File: src/rtl/aesc_pkg.sv
// ----------------------------------------------------------------------------
// aesc_pkg: shared types and constants for the encoder SPI command sequencer
// Holds the field widths, the opcode and result codes, and the encoder's
// command bytes.
// ----------------------------------------------------------------------------
package aesc_pkg;

  // Field widths
  localparam int OPCODE_W   = 2;
  localparam int DEVICE_W   = 3;
  localparam int BYTE_W     = 8;
  localparam int KIND_W     = 2;
  localparam int POSITION_W = 12;
  localparam int NIBBLE_W   = 4;

  // Device count: default and the compare width that covers its whole range
  localparam int DEVICES_DEF = 8;
  localparam int DEV_CMP_W   = 7;

  // Poll limit after reset
  localparam logic [BYTE_W-1:0] POLL_LIMIT_RST = 8'd40;

  // Request opcodes
  localparam logic [OPCODE_W-1:0] OP_READ = 2'd0;
  localparam logic [OPCODE_W-1:0] OP_ZERO = 2'd1;
  localparam logic [OPCODE_W-1:0] OP_RX   = 2'd2;

  // Result kinds
  localparam logic [KIND_W-1:0] KIND_SEND      = 2'd0;
  localparam logic [KIND_W-1:0] KIND_READ_DONE = 2'd1;
  localparam logic [KIND_W-1:0] KIND_ZERO_DONE = 2'd2;

  // Encoder command and echo bytes
  localparam logic [BYTE_W-1:0] CMD_READ  = 8'h10;
  localparam logic [BYTE_W-1:0] CMD_ZERO  = 8'h70;
  localparam logic [BYTE_W-1:0] CMD_NOP   = 8'h00;
  localparam logic [BYTE_W-1:0] ECHO_WAIT = 8'hA5;
  localparam logic [BYTE_W-1:0] ECHO_ZERO = 8'h80;

  // Sequencer phases
  typedef enum logic [2:0] {
    PH_IDLE,
    PH_READ_WAIT,
    PH_READ_HI,
    PH_READ_LO,
    PH_ZERO_WAIT
  } phase_t;

endpackage

File: src/rtl/aesc_if.sv
// ----------------------------------------------------------------------------
// aesc_if: request and result channels of the encoder SPI command sequencer
// Valid/ready channels; a request or result moves when valid and ready are
// both high at a rising clock edge.
// ----------------------------------------------------------------------------
interface aesc_in_if
  import aesc_pkg::*;
  ();
  logic                valid;
  logic                ready;
  logic [OPCODE_W-1:0] opcode;
  logic [DEVICE_W-1:0] device;
  logic [BYTE_W-1:0]   rx_byte;

  modport source (output valid, output opcode, output device, output rx_byte, input ready);
  modport sink   (input valid, input opcode, input device, input rx_byte, output ready);
endinterface

interface aesc_out_if
  import aesc_pkg::*;
  ();
  logic                  valid;
  logic                  ready;
  logic [KIND_W-1:0]     kind;
  logic [BYTE_W-1:0]     tx_byte;
  logic [DEVICE_W-1:0]   target;
  logic [POSITION_W-1:0] position;
  logic                  success;

  modport source (output valid, output kind, output tx_byte, output target,
                  output position, output success, input ready);
  modport sink   (input valid, input kind, input tx_byte, input target,
                  input position, input success, output ready);
endinterface

File: src/rtl/absolute_encoder_spi_command_sequencer_top.sv
// ----------------------------------------------------------------------------
// absolute_encoder_spi_command_sequencer_top: encoder SPI command sequencer
// A request's result, if it has one, is registered and offered in the cycle after the request is taken.
// Throughput: one request per cycle while results are taken; the result register is the only stage.
// A request is taken whenever the result register is empty or being drained.
// Reset (synchronous, active low): phase idle, counters clear, limit 40.
// ----------------------------------------------------------------------------
module absolute_encoder_spi_command_sequencer_top
  import aesc_pkg::*;
#(
  parameter int DEVICES = DEVICES_DEF
) (
  input  logic              clk,
  input  logic              rst_n,
  aesc_in_if.sink           in_if,
  aesc_out_if.source        out_if,
  input  logic              cfg_wr_en,
  input  logic [BYTE_W-1:0] cfg_wr_data
);

  localparam logic [DEV_CMP_W-1:0] DEV_LIMIT = DEV_CMP_W'(DEVICES);

  // Sequencer state
  phase_t                phase_r, phase_nxt;
  logic [BYTE_W-1:0]     poll_count_r, poll_count_nxt;
  logic [NIBBLE_W-1:0]   high_nibble_r, high_nibble_nxt;
  logic [DEVICE_W-1:0]   active_device_r, active_device_nxt;
  logic [BYTE_W-1:0]     poll_limit_r;

  // Result register
  logic                  out_valid_r;
  logic [KIND_W-1:0]     kind_r;
  logic [BYTE_W-1:0]     tx_byte_r;
  logic [DEVICE_W-1:0]   target_r;
  logic [POSITION_W-1:0] position_r;
  logic                  success_r;

  // Result of the current request
  logic                  res_valid;
  logic [KIND_W-1:0]     res_kind;
  logic [BYTE_W-1:0]     res_tx;
  logic [POSITION_W-1:0] res_pos;
  logic                  res_ok;

  logic in_fire;
  logic is_start;
  logic dev_ok;
  logic poll_left;

  // Take a request while the result slot is free or draining
  assign in_if.ready = !out_valid_r || out_if.ready;
  assign in_fire     = in_if.valid && in_if.ready;

  assign dev_ok    = {{(DEV_CMP_W-DEVICE_W){1'b0}}, in_if.device} < DEV_LIMIT;
  assign is_start  = (in_if.opcode == OP_READ) || (in_if.opcode == OP_ZERO);
  assign poll_left = poll_count_r < poll_limit_r;

  // Next state
  always_comb begin
    phase_nxt         = phase_r;
    poll_count_nxt    = poll_count_r;
    high_nibble_nxt   = high_nibble_r;
    active_device_nxt = active_device_r;
    if (is_start) begin
      if (dev_ok) begin
        active_device_nxt = in_if.device;
        poll_count_nxt    = '0;
        high_nibble_nxt   = '0;
        phase_nxt         = (in_if.opcode == OP_READ) ? PH_READ_WAIT : PH_ZERO_WAIT;
      end
    end else if (in_if.opcode == OP_RX) begin
      case (phase_r)
        PH_READ_WAIT: begin
          if (in_if.rx_byte == CMD_READ) begin
            phase_nxt = PH_READ_HI;
          end else if (in_if.rx_byte == ECHO_WAIT && poll_left) begin
            poll_count_nxt = poll_count_r + 8'd1;
          end else begin
            phase_nxt = PH_IDLE;
          end
        end
        PH_READ_HI: begin
          high_nibble_nxt = in_if.rx_byte[NIBBLE_W-1:0];
          phase_nxt       = PH_READ_LO;
        end
        PH_READ_LO: begin
          phase_nxt = PH_IDLE;
        end
        PH_ZERO_WAIT: begin
          if (in_if.rx_byte == ECHO_ZERO) begin
            phase_nxt = PH_IDLE;
          end else if (poll_left) begin
            poll_count_nxt = poll_count_r + 8'd1;
          end else begin
            phase_nxt = PH_IDLE;
          end
        end
        default: begin
          phase_nxt = PH_IDLE;
        end
      endcase
    end
  end

  // Result for the request
  always_comb begin
    res_valid = 1'b0;
    res_kind  = KIND_SEND;
    res_tx    = CMD_NOP;
    res_pos   = '0;
    res_ok    = 1'b0;
    if (is_start) begin
      res_valid = dev_ok;
      res_tx    = (in_if.opcode == OP_READ) ? CMD_READ : CMD_ZERO;
    end else if (in_if.opcode == OP_RX) begin
      case (phase_r)
        PH_READ_WAIT: begin
          res_valid = 1'b1;
          if (!(in_if.rx_byte == CMD_READ) &&
              !(in_if.rx_byte == ECHO_WAIT && poll_left)) begin
            res_kind = KIND_READ_DONE;
          end
        end
        PH_READ_HI: begin
          res_valid = 1'b1;
        end
        PH_READ_LO: begin
          res_valid = 1'b1;
          res_kind  = KIND_READ_DONE;
          res_pos   = {high_nibble_r, in_if.rx_byte};
          res_ok    = 1'b1;
        end
        PH_ZERO_WAIT: begin
          res_valid = 1'b1;
          if (in_if.rx_byte == ECHO_ZERO) begin
            res_kind = KIND_ZERO_DONE;
            res_ok   = 1'b1;
          end else if (!poll_left) begin
            res_kind = KIND_ZERO_DONE;
          end
        end
        default: begin
          res_valid = 1'b0;
        end
      endcase
    end
  end

  // Advance state on each accepted request; load the poll limit
  always_ff @(posedge clk) begin
    if (!rst_n) begin
      phase_r         <= PH_IDLE;
      poll_count_r    <= '0;
      high_nibble_r   <= '0;
      active_device_r <= '0;
      poll_limit_r    <= POLL_LIMIT_RST;
    end else begin
      if (in_fire) begin
        phase_r         <= phase_nxt;
        poll_count_r    <= poll_count_nxt;
        high_nibble_r   <= high_nibble_nxt;
        active_device_r <= active_device_nxt;
      end
      if (cfg_wr_en) begin
        poll_limit_r <= cfg_wr_data;
      end
    end
  end

  // Hold the result until taken, refill on an accepted request
  always_ff @(posedge clk) begin
    if (!rst_n) begin
      out_valid_r <= 1'b0;
    end else if (in_fire) begin
      out_valid_r <= res_valid;
    end else if (out_if.ready) begin
      out_valid_r <= 1'b0;
    end
  end

  always_ff @(posedge clk) begin
    if (in_fire) begin
      kind_r     <= res_kind;
      tx_byte_r  <= res_tx;
      target_r   <= active_device_nxt;
      position_r <= res_pos;
      success_r  <= res_ok;
    end
  end

  assign out_if.valid    = out_valid_r;
  assign out_if.kind     = kind_r;
  assign out_if.tx_byte  = tx_byte_r;
  assign out_if.target   = target_r;
  assign out_if.position = position_r;
  assign out_if.success  = success_r;

  // A byte request never carries a success flag
  a_send_no_success: assert property (@(posedge clk) disable iff (!rst_n)
    out_valid_r && kind_r == KIND_SEND |-> !success_r)
    else $error("send request flagged success");

  // A failed finish reports a zero position
  a_fail_zero_pos: assert property (@(posedge clk) disable iff (!rst_n)
    out_valid_r && !success_r |-> position_r == '0)
    else $error("failed result carries a position");

  // A valid read start yields the read command on the next cycle
  a_read_start: assert property (@(posedge clk) disable iff (!rst_n)
    in_fire && in_if.opcode == OP_READ && dev_ok
      |=> out_valid_r && tx_byte_r == CMD_READ && phase_r == PH_READ_WAIT)
    else $error("read start did not issue read command");

  // Requests stall only behind a held result
  a_stall_cause: assert property (@(posedge clk) disable iff (!rst_n)
    !in_if.ready |-> out_valid_r)
    else $error("input stalled with empty result register");

endmodule

File: src/flat_wrapper.sv
// flat-port wrapper written by rule: the top's interface ports become plain ports
module absolute_encoder_spi_command_sequencer_top_flat import aesc_pkg::*;
#(
  parameter int DEVICES = DEVICES_DEF
)
  (clk, rst_n, cfg_wr_en, cfg_wr_data, in_if_valid, in_if_opcode, in_if_device, in_if_rx_byte, in_if_ready, out_if_valid, out_if_kind, out_if_tx_byte, out_if_target, out_if_position, out_if_success, out_if_ready);
  aesc_in_if in_if_i ();
  aesc_out_if out_if_i ();
  input  logic clk;
  input  logic rst_n;
  input  logic cfg_wr_en;
  input  logic [BYTE_W-1:0] cfg_wr_data;
  input wire logic [$bits(in_if_i.valid)-1:0] in_if_valid;
  input wire logic [$bits(in_if_i.opcode)-1:0] in_if_opcode;
  input wire logic [$bits(in_if_i.device)-1:0] in_if_device;
  input wire logic [$bits(in_if_i.rx_byte)-1:0] in_if_rx_byte;
  output wire logic [$bits(in_if_i.ready)-1:0] in_if_ready;
  output wire logic [$bits(out_if_i.valid)-1:0] out_if_valid;
  output wire logic [$bits(out_if_i.kind)-1:0] out_if_kind;
  output wire logic [$bits(out_if_i.tx_byte)-1:0] out_if_tx_byte;
  output wire logic [$bits(out_if_i.target)-1:0] out_if_target;
  output wire logic [$bits(out_if_i.position)-1:0] out_if_position;
  output wire logic [$bits(out_if_i.success)-1:0] out_if_success;
  input wire logic [$bits(out_if_i.ready)-1:0] out_if_ready;
  assign in_if_i.valid = in_if_valid;
  assign in_if_i.opcode = in_if_opcode;
  assign in_if_i.device = in_if_device;
  assign in_if_i.rx_byte = in_if_rx_byte;
  assign in_if_ready = in_if_i.ready;
  assign out_if_valid = out_if_i.valid;
  assign out_if_kind = out_if_i.kind;
  assign out_if_tx_byte = out_if_i.tx_byte;
  assign out_if_target = out_if_i.target;
  assign out_if_position = out_if_i.position;
  assign out_if_success = out_if_i.success;
  assign out_if_i.ready = out_if_ready;
  absolute_encoder_spi_command_sequencer_top #(.DEVICES(DEVICES)) u_core (.clk(clk), .rst_n(rst_n), .in_if(in_if_i), .out_if(out_if_i), .cfg_wr_en(cfg_wr_en), .cfg_wr_data(cfg_wr_data));
endmodule
File: config.mk
export PLATFORM = sky130hd
export DESIGN_NAME = absolute_encoder_spi_command_sequencer_top_flat
export DESIGN_NICKNAME = d
export VERILOG_FILES = /design/src/rtl/aesc_pkg.sv /design/src/rtl/aesc_if.sv /design/src/rtl/absolute_encoder_spi_command_sequencer_top.sv /design/src/flat_wrapper.sv
export SDC_FILE = /design/constraint.sdc
export NUM_CORES = 1
export LEC_CHECK = 0
export ABC_AREA = 0
export CAP_MARGIN = 20
export CORE_ASPECT_RATIO = 1.4
export CORE_MARGIN = 8
export CORE_UTILIZATION = 25
export DETAILED_ROUTE_END_ITERATION = 12
export DONT_BUFFER_PORTS = 1
export GPL_TIMING_DRIVEN = 0
export SLEW_MARGIN = 25
export SYNTH_ARGS = -nofsm -noshare
export SYNTH_HDL_FRONTEND = slang
export SYNTH_SLANG_ARGS = --single-unit
File: constraint.sdc
create_clock -name clk -period 2.14 [get_ports clk]
set_input_delay 0.321 -clock clk [delete_from_list [all_inputs] [get_ports clk]]
set_output_delay 0.321 -clock clk [all_outputs]
set_load 0.02 [all_outputs]
---- Yosys cells after proc, flatten, opt, wreduce, memory -nomap -nowiden ----
Cells that the tools add are included.
storage, ports and cells
  flip-flop bits (word level) ............. 53
  bits in latches ......................... 0
  RAM bits ................................ 0
  memory bits (read-only) ................. 0
  output and inout port bits .............. 28
  logic and storage cells ................. 80
  memories kept ........................... 0
operators by class
  $add $sub $neg .......................... 1
  $mul .................................... 0
  divide/modulo/power cells ............... 0
  magnitude comparators ................... 1
  equal/unequal tests ..................... 15
  shift-type cells ........................ 0
  multiplexer cells ....................... 31
  bitwise operators ....................... 2
  reduce and logical (&&, ||, !) cells .... 19
operators with widths
  cell                                                                    number
  8-bit two-way mux                                                       6
  3-bit two-way mux                                                       8
  8-bit equality test (second input constant)                             2
  8-bit case mux with 2 select lines                                      1
  4-bit two-way mux                                                       3
  3-bit case mux with 3 select lines                                      1
  8-bit by 1-bit adder with 8-bit output (second input constant)          1
  8-bit by 5-bit equality test with 1-bit output (second input constant)  1
  8-bit < comparator                                                      1
  1-bit two-way mux                                                       7
  7-bit two-way mux                                                       1
  7-bit AND reduction                                                     1
  3-bit by 2-bit equality test with 1-bit output (second input constant)  2
  3-bit by 1-bit != test with 1-bit output (second input constant)        2
  3-bit by 2-bit != test with 1-bit output (second input constant)        2
  2-bit case mux with 3 select lines                                      1
  2-bit nonzero test                                                      3
  2-bit two-way mux                                                       2
  4-bit by 2-bit != test with 1-bit output (second input constant)        1
  4-bit by 3-bit != test with 1-bit output (second input constant)        1
  4-bit AND reduction                                                     1
  4-bit OR reduction                                                      1
  3-bit by 1-bit equality test with 1-bit output (second input constant)  1
  3-bit equality test (second input constant)                             1
  other kinds (12)                                                        18

---- Depth between registers and ports, before layout ----
  word-level depth ........................ 7
  depth in mapped cells ................... 9
  mapped depth without buffers ............ 8

---- Least setup slack after synthesis ----
Ideal clock, no wire load.
  path kind ............................... register to register
  from .................................... reg u_core.poll_limit_r[1]
  to ...................................... reg u_core.poll_count_r[0]
  library setup time ...................... 0.071 ns
  arrival ................................. 1.983 ns
  required time ........................... 2.069 ns
  path slack .............................. 0.086 ns
  cell stages (with the launch flop) ...... 9
  cell sequence ........................... dfxtp_1 inv_1 ha_1 a2111o_1 a21oi_4 a22oi_2 buf_6 or4_1 a21oi_1
between the ends
  word-level cells in the longest chain between the ends .. 4
  elaborated cells on any way between the ends .. 5
ends and longest elaborated chain
  what                                                RTL line                                           text
  start: declaration                                  absolute_encoder_spi_command_sequencer_top.sv:28   logic [BYTE_W-1:0] poll_limit_r;
  start signal: assignment                            absolute_encoder_spi_command_sequencer_top.sv:165  poll_limit_r <= cfg_wr_data;
  8-bit < comparator *                                absolute_encoder_spi_command_sequencer_top.sv:56   assign poll_left = poll_count_r < poll_limit_r;
  1-bit logical AND                                   absolute_encoder_spi_command_sequencer_top.sv:76   end else if (in_if.rx_byte == ECHO_WAIT && poll_left) begin
  3-bit by 1-bit != test with 1-bit output (no line)  --
  7-bit AND reduction (no line) *                     --
  end signal: assignment                              absolute_encoder_spi_command_sequencer_top.sv:160  poll_count_r <= poll_count_nxt;
  end: declaration                                    absolute_encoder_spi_command_sequencer_top.sv:25   logic [BYTE_W-1:0] poll_count_r, poll_count_nxt;
Every way passes the cells marked *; elsewhere a longest branch is shown, timed or not.
A chain may end at the register's enable or synchronous reset.

---- Worst setup path in the final report ----
Same ends and word-level chain as after synthesis.

==> results.tsv <==
metric	value	unit
# IOs	54	
Initial Utilization	25.61	%
non-filler cells, final	349	
Placed Cells	339	
Final GP Congestion	0.7851	
Detail Placement HPWL	4141	um
Num CTS Buffers	5	
area leader, netlist	edfxtp_1	
Startpoint Class	register	
Post-Syn Area per Cell	10.14	um^2
Seq/Total Area, Yosys	49.35	%
area share of and/or/nand/nor cells after synthesis	19.53	%
post-synthesis adder-cell area fraction	4.329	%
PortBufs	0	
nets@finish	275	
CP Cell Sequence	inv_1 -> ha_1 -> a2111o_1 -> a21oi_4 -> a22oi_2 -> buf_6 -> or4_1 -> a21oi_1	
Post-Place Setup Slack	-0.1591	ns
EDFF count, synth	20	
htree depth	2	
drt first pass iters	5	
Synth async-reset ratio	0	%
Max VDD drop	0.0005404	V
Synth Area in XOR/XNOR	0.3788	%
Synth Instances	228	
Yosys top cell area share	25.97	%
vias per std cell	4.857	
drt drc	0	
row count	41	
largest net degree at the start of global routing	24	
CTS max path bufs	2	
largest family of logic cells by synthesized area	simple AND/OR/NAND/NOR gates	
Final Routed Wirelength	5404	um
CP max stage cell	a2111o_1	
hold crit path type	input pin to register	
CTS tree	built	
Core Region	0.009029	mm^2
antenna cells	0	
mux share of post-synthesis cell area	4.924	%
final worst path period share	94.90	%
outcome	completed	
First DRT Iteration DRCs	91	
fill count	932	
max_cap viols	0	
Die Wd	97.28	um
Clk Latency, worst-skew pair	0.29	ns
antenna viol nets, final	0	
Root Buffer	clkbuf_16	
Yosys cell types	48	
share of cells above drive strength 1	15.29	%
slowest stage delay, CP	0.40	ns
critical path class	register to register	
antenna violations before repair	0	
Final Skew	0.007694	ns
min cycle time layout	2.031	ns
clk slew on worst S/H paths	0.07	ns
Crit path max-delay family	compound AO/OA/AOI/OAI gates	
Worst Path Buf+Inv	2	
Synth Register Bits	47	
dominant synthesized flop cell	dfxtp_1	
total gr overflow	0	
Synth area leaders	edfxtp_1, dfxtp_1, ha_1	
Max Slew Vio Count	0	
setup violators final	0	
synthesized cell area	0.002312	mm^2
GR Util All Layers	8.735	%
Crit Path Max Fanout	2	
Rel. slew slack	42.18	%
Worst Setup End Kind	register	
total of warnings raised by yosys	0	
Area Growth Syn to Fin	14.45	%
vias in the first global route	1719	
Die Y	129.8	um
data required time of the worst path	2.36	ns
vias	1695	
first-pass GRT wire length	8818	um
Synth Area in Compound Gates	15.10	%
Pwr per Cell Area	749.4	mW/mm^2
RSZ-0062 raised after global routing	false	
Clock Sinks	47	
final hold vios	0	
wire length per cell	15.48	um
PnR worst setup slack	0.1092	ns
WP data arrival	2.25	ns
CTS Hold Bufs	0	
Leak	0.001012	uW
DIE AREA	0.01263	mm^2
Slew @ Worst Pin	0.8663	ns
maximum clock frequency	492.4	MHz
==> worst reg2reg max path, stage by stage (launching register included) <==
cell	delay (ns)
dfxtp_2	0.33
inv_1	0.04
ha_1	0.26
a2111o_1	0.40
a21oi_4	0.18
a22oi_2	0.11
buf_6	0.13
or4_1	0.39
a21oi_1	0.13
==> metrics by stage <==
step           TNS [ns]  util, %  instance area [um^2]  hold WS [ns]  power (uW)
2_1_floorplan         0        -                  2327        0.4514        1177
3_3_place_gp    -0.4625    27.26                  2461        0.4631        1213
3_5_place_dp    -0.6218    27.26                  2461        0.4627        1218
4_1_cts               0    29.16                  2633        0.1580        2012
5_1_grt               0    29.31                  2646        0.1690        2075
6_report              0    29.31                  2646        0.1626        1983
==> registers in the layout (all words and copies together) (netlist names) <==
name                    count
u_core.active_device_r      3
u_core.high_nibble_r        4
u_core.out_if.valid         1
u_core.out_if.kind          2
u_core.out_if.success       1
u_core.out_if.position     12
u_core.poll_limit_r         8
u_core.out_if.target        3
u_core.phase_r              3
u_core.out_if.tx_byte       2
u_core.poll_count_r         8
==> cells in the mapped netlist (2+ instances only) <==
library cell  count
mux2i_1           8
nand4_1           4
o21ai_0          12
nor4_1            2
a22oi_1           4
and2_1           12
buf_4             6
nor2b_1           2
a21oi_1          10
o211ai_1          9
mux2_2            3
inv_1            14
nand2b_1          5
nor2_1           19
nand3b_1          3
edfxtp_1         20
nand3_1           7
nor3_1            5
clkbuf_1          7
dfxtp_1          27
o41ai_2           3
nand2_1          11
and3_1            3
ha_1              8
==> cell usage in the layout, fill, tap and decap left out, types with 4 or more instances in the layout <==
master     netlist  routed
dfxtp_1         27      25
edfxtp_1        20      20
nor2_1          19      19
inv_1           14      14
and2_1          12      12
nand2_1         11      11
o21ai_0         12      11
o211ai_1         9       9
a21oi_1         10       9
clkbuf_1         7       8
mux2i_1          8       8
ha_1             8       8
buf_4            6       7
nand3_1          7       6
nor3_1           5       5
conb_1           1       5
clkbuf_16        0       5
nand2b_1         5       4
nand4_1          4       4
a22oi_1          4       4
==> path summary, 6_finish.rpt <==
| path | start | depth (start not counted) | to | slack [ns] |
|---|---|---|---|---|
| worst max-delay path | u_core.poll_limit_r[1] | 8 | u_core.poll_count_r[0] | 0.11 |
| worst min-delay path | cfg_wr_data[5] | 2 | u_core.poll_limit_r[5] | 0.16 |
| worst max register to register | u_core.poll_limit_r[1] | 8 | u_core.poll_count_r[0] | 0.11 |
| worst min register to register | u_core.poll_limit_r[1] | 2 | u_core.poll_limit_r[1] | 0.49 |
==> repair_timing <==
item                                   4_1_cts  5_1_grt
setup buffers                                2        0
gates resized for setup                      3        5
pin swaps                                   11        5
endpoints found under the hold margin        0        0
setup endpoints to repair                    7       11
==> power by group <==
part	total, uW	internal [uW]	switching [uW]
registers	1030	980	49.3
clock network	783	438	345
logic	171	63.2	108
==> routing by layer <==
layer / GRT usage (%) / wire, um / vias up
met5: 0 / 0 / -
met4: 3.757 / 105 / 0
met3: 3.808 / 420 / 8
met2: 16.25 / 2887 / 50
met1: 8.179 / 1991 / 801
li1: - / - / 836
==> logic make-up after synthesis <==
family          count (synthesis)
simple gates                   82
compound gates                 48
flops                          47
buf+inv                        30
mux                            11
fa+ha+maj                       8
other cells                     1
xor+xnor                        1
==> cell type report <==
| cell class | instances | area, um^2 | share of cell area [%] |
|---|---|---|---|
| Buffer | 15 | 87.58 | 3.310 |
| Timing Repair Buffer | 2 | 18.77 | 0.7092 |
| Sequential cell | 47 | 1144 | 43.22 |
| Clock buffer | 6 | 128.9 | 4.870 |
| Multi-Input combinational cell | 155 | 1060 | 40.05 |
| Inverter | 15 | 56.30 | 2.128 |
| Tap cell | 107 | 133.9 | 5.059 |
| Clock inverter | 2 | 17.52 | 0.6619 |
Note: power is estimated with default switching activity, not from simulation.
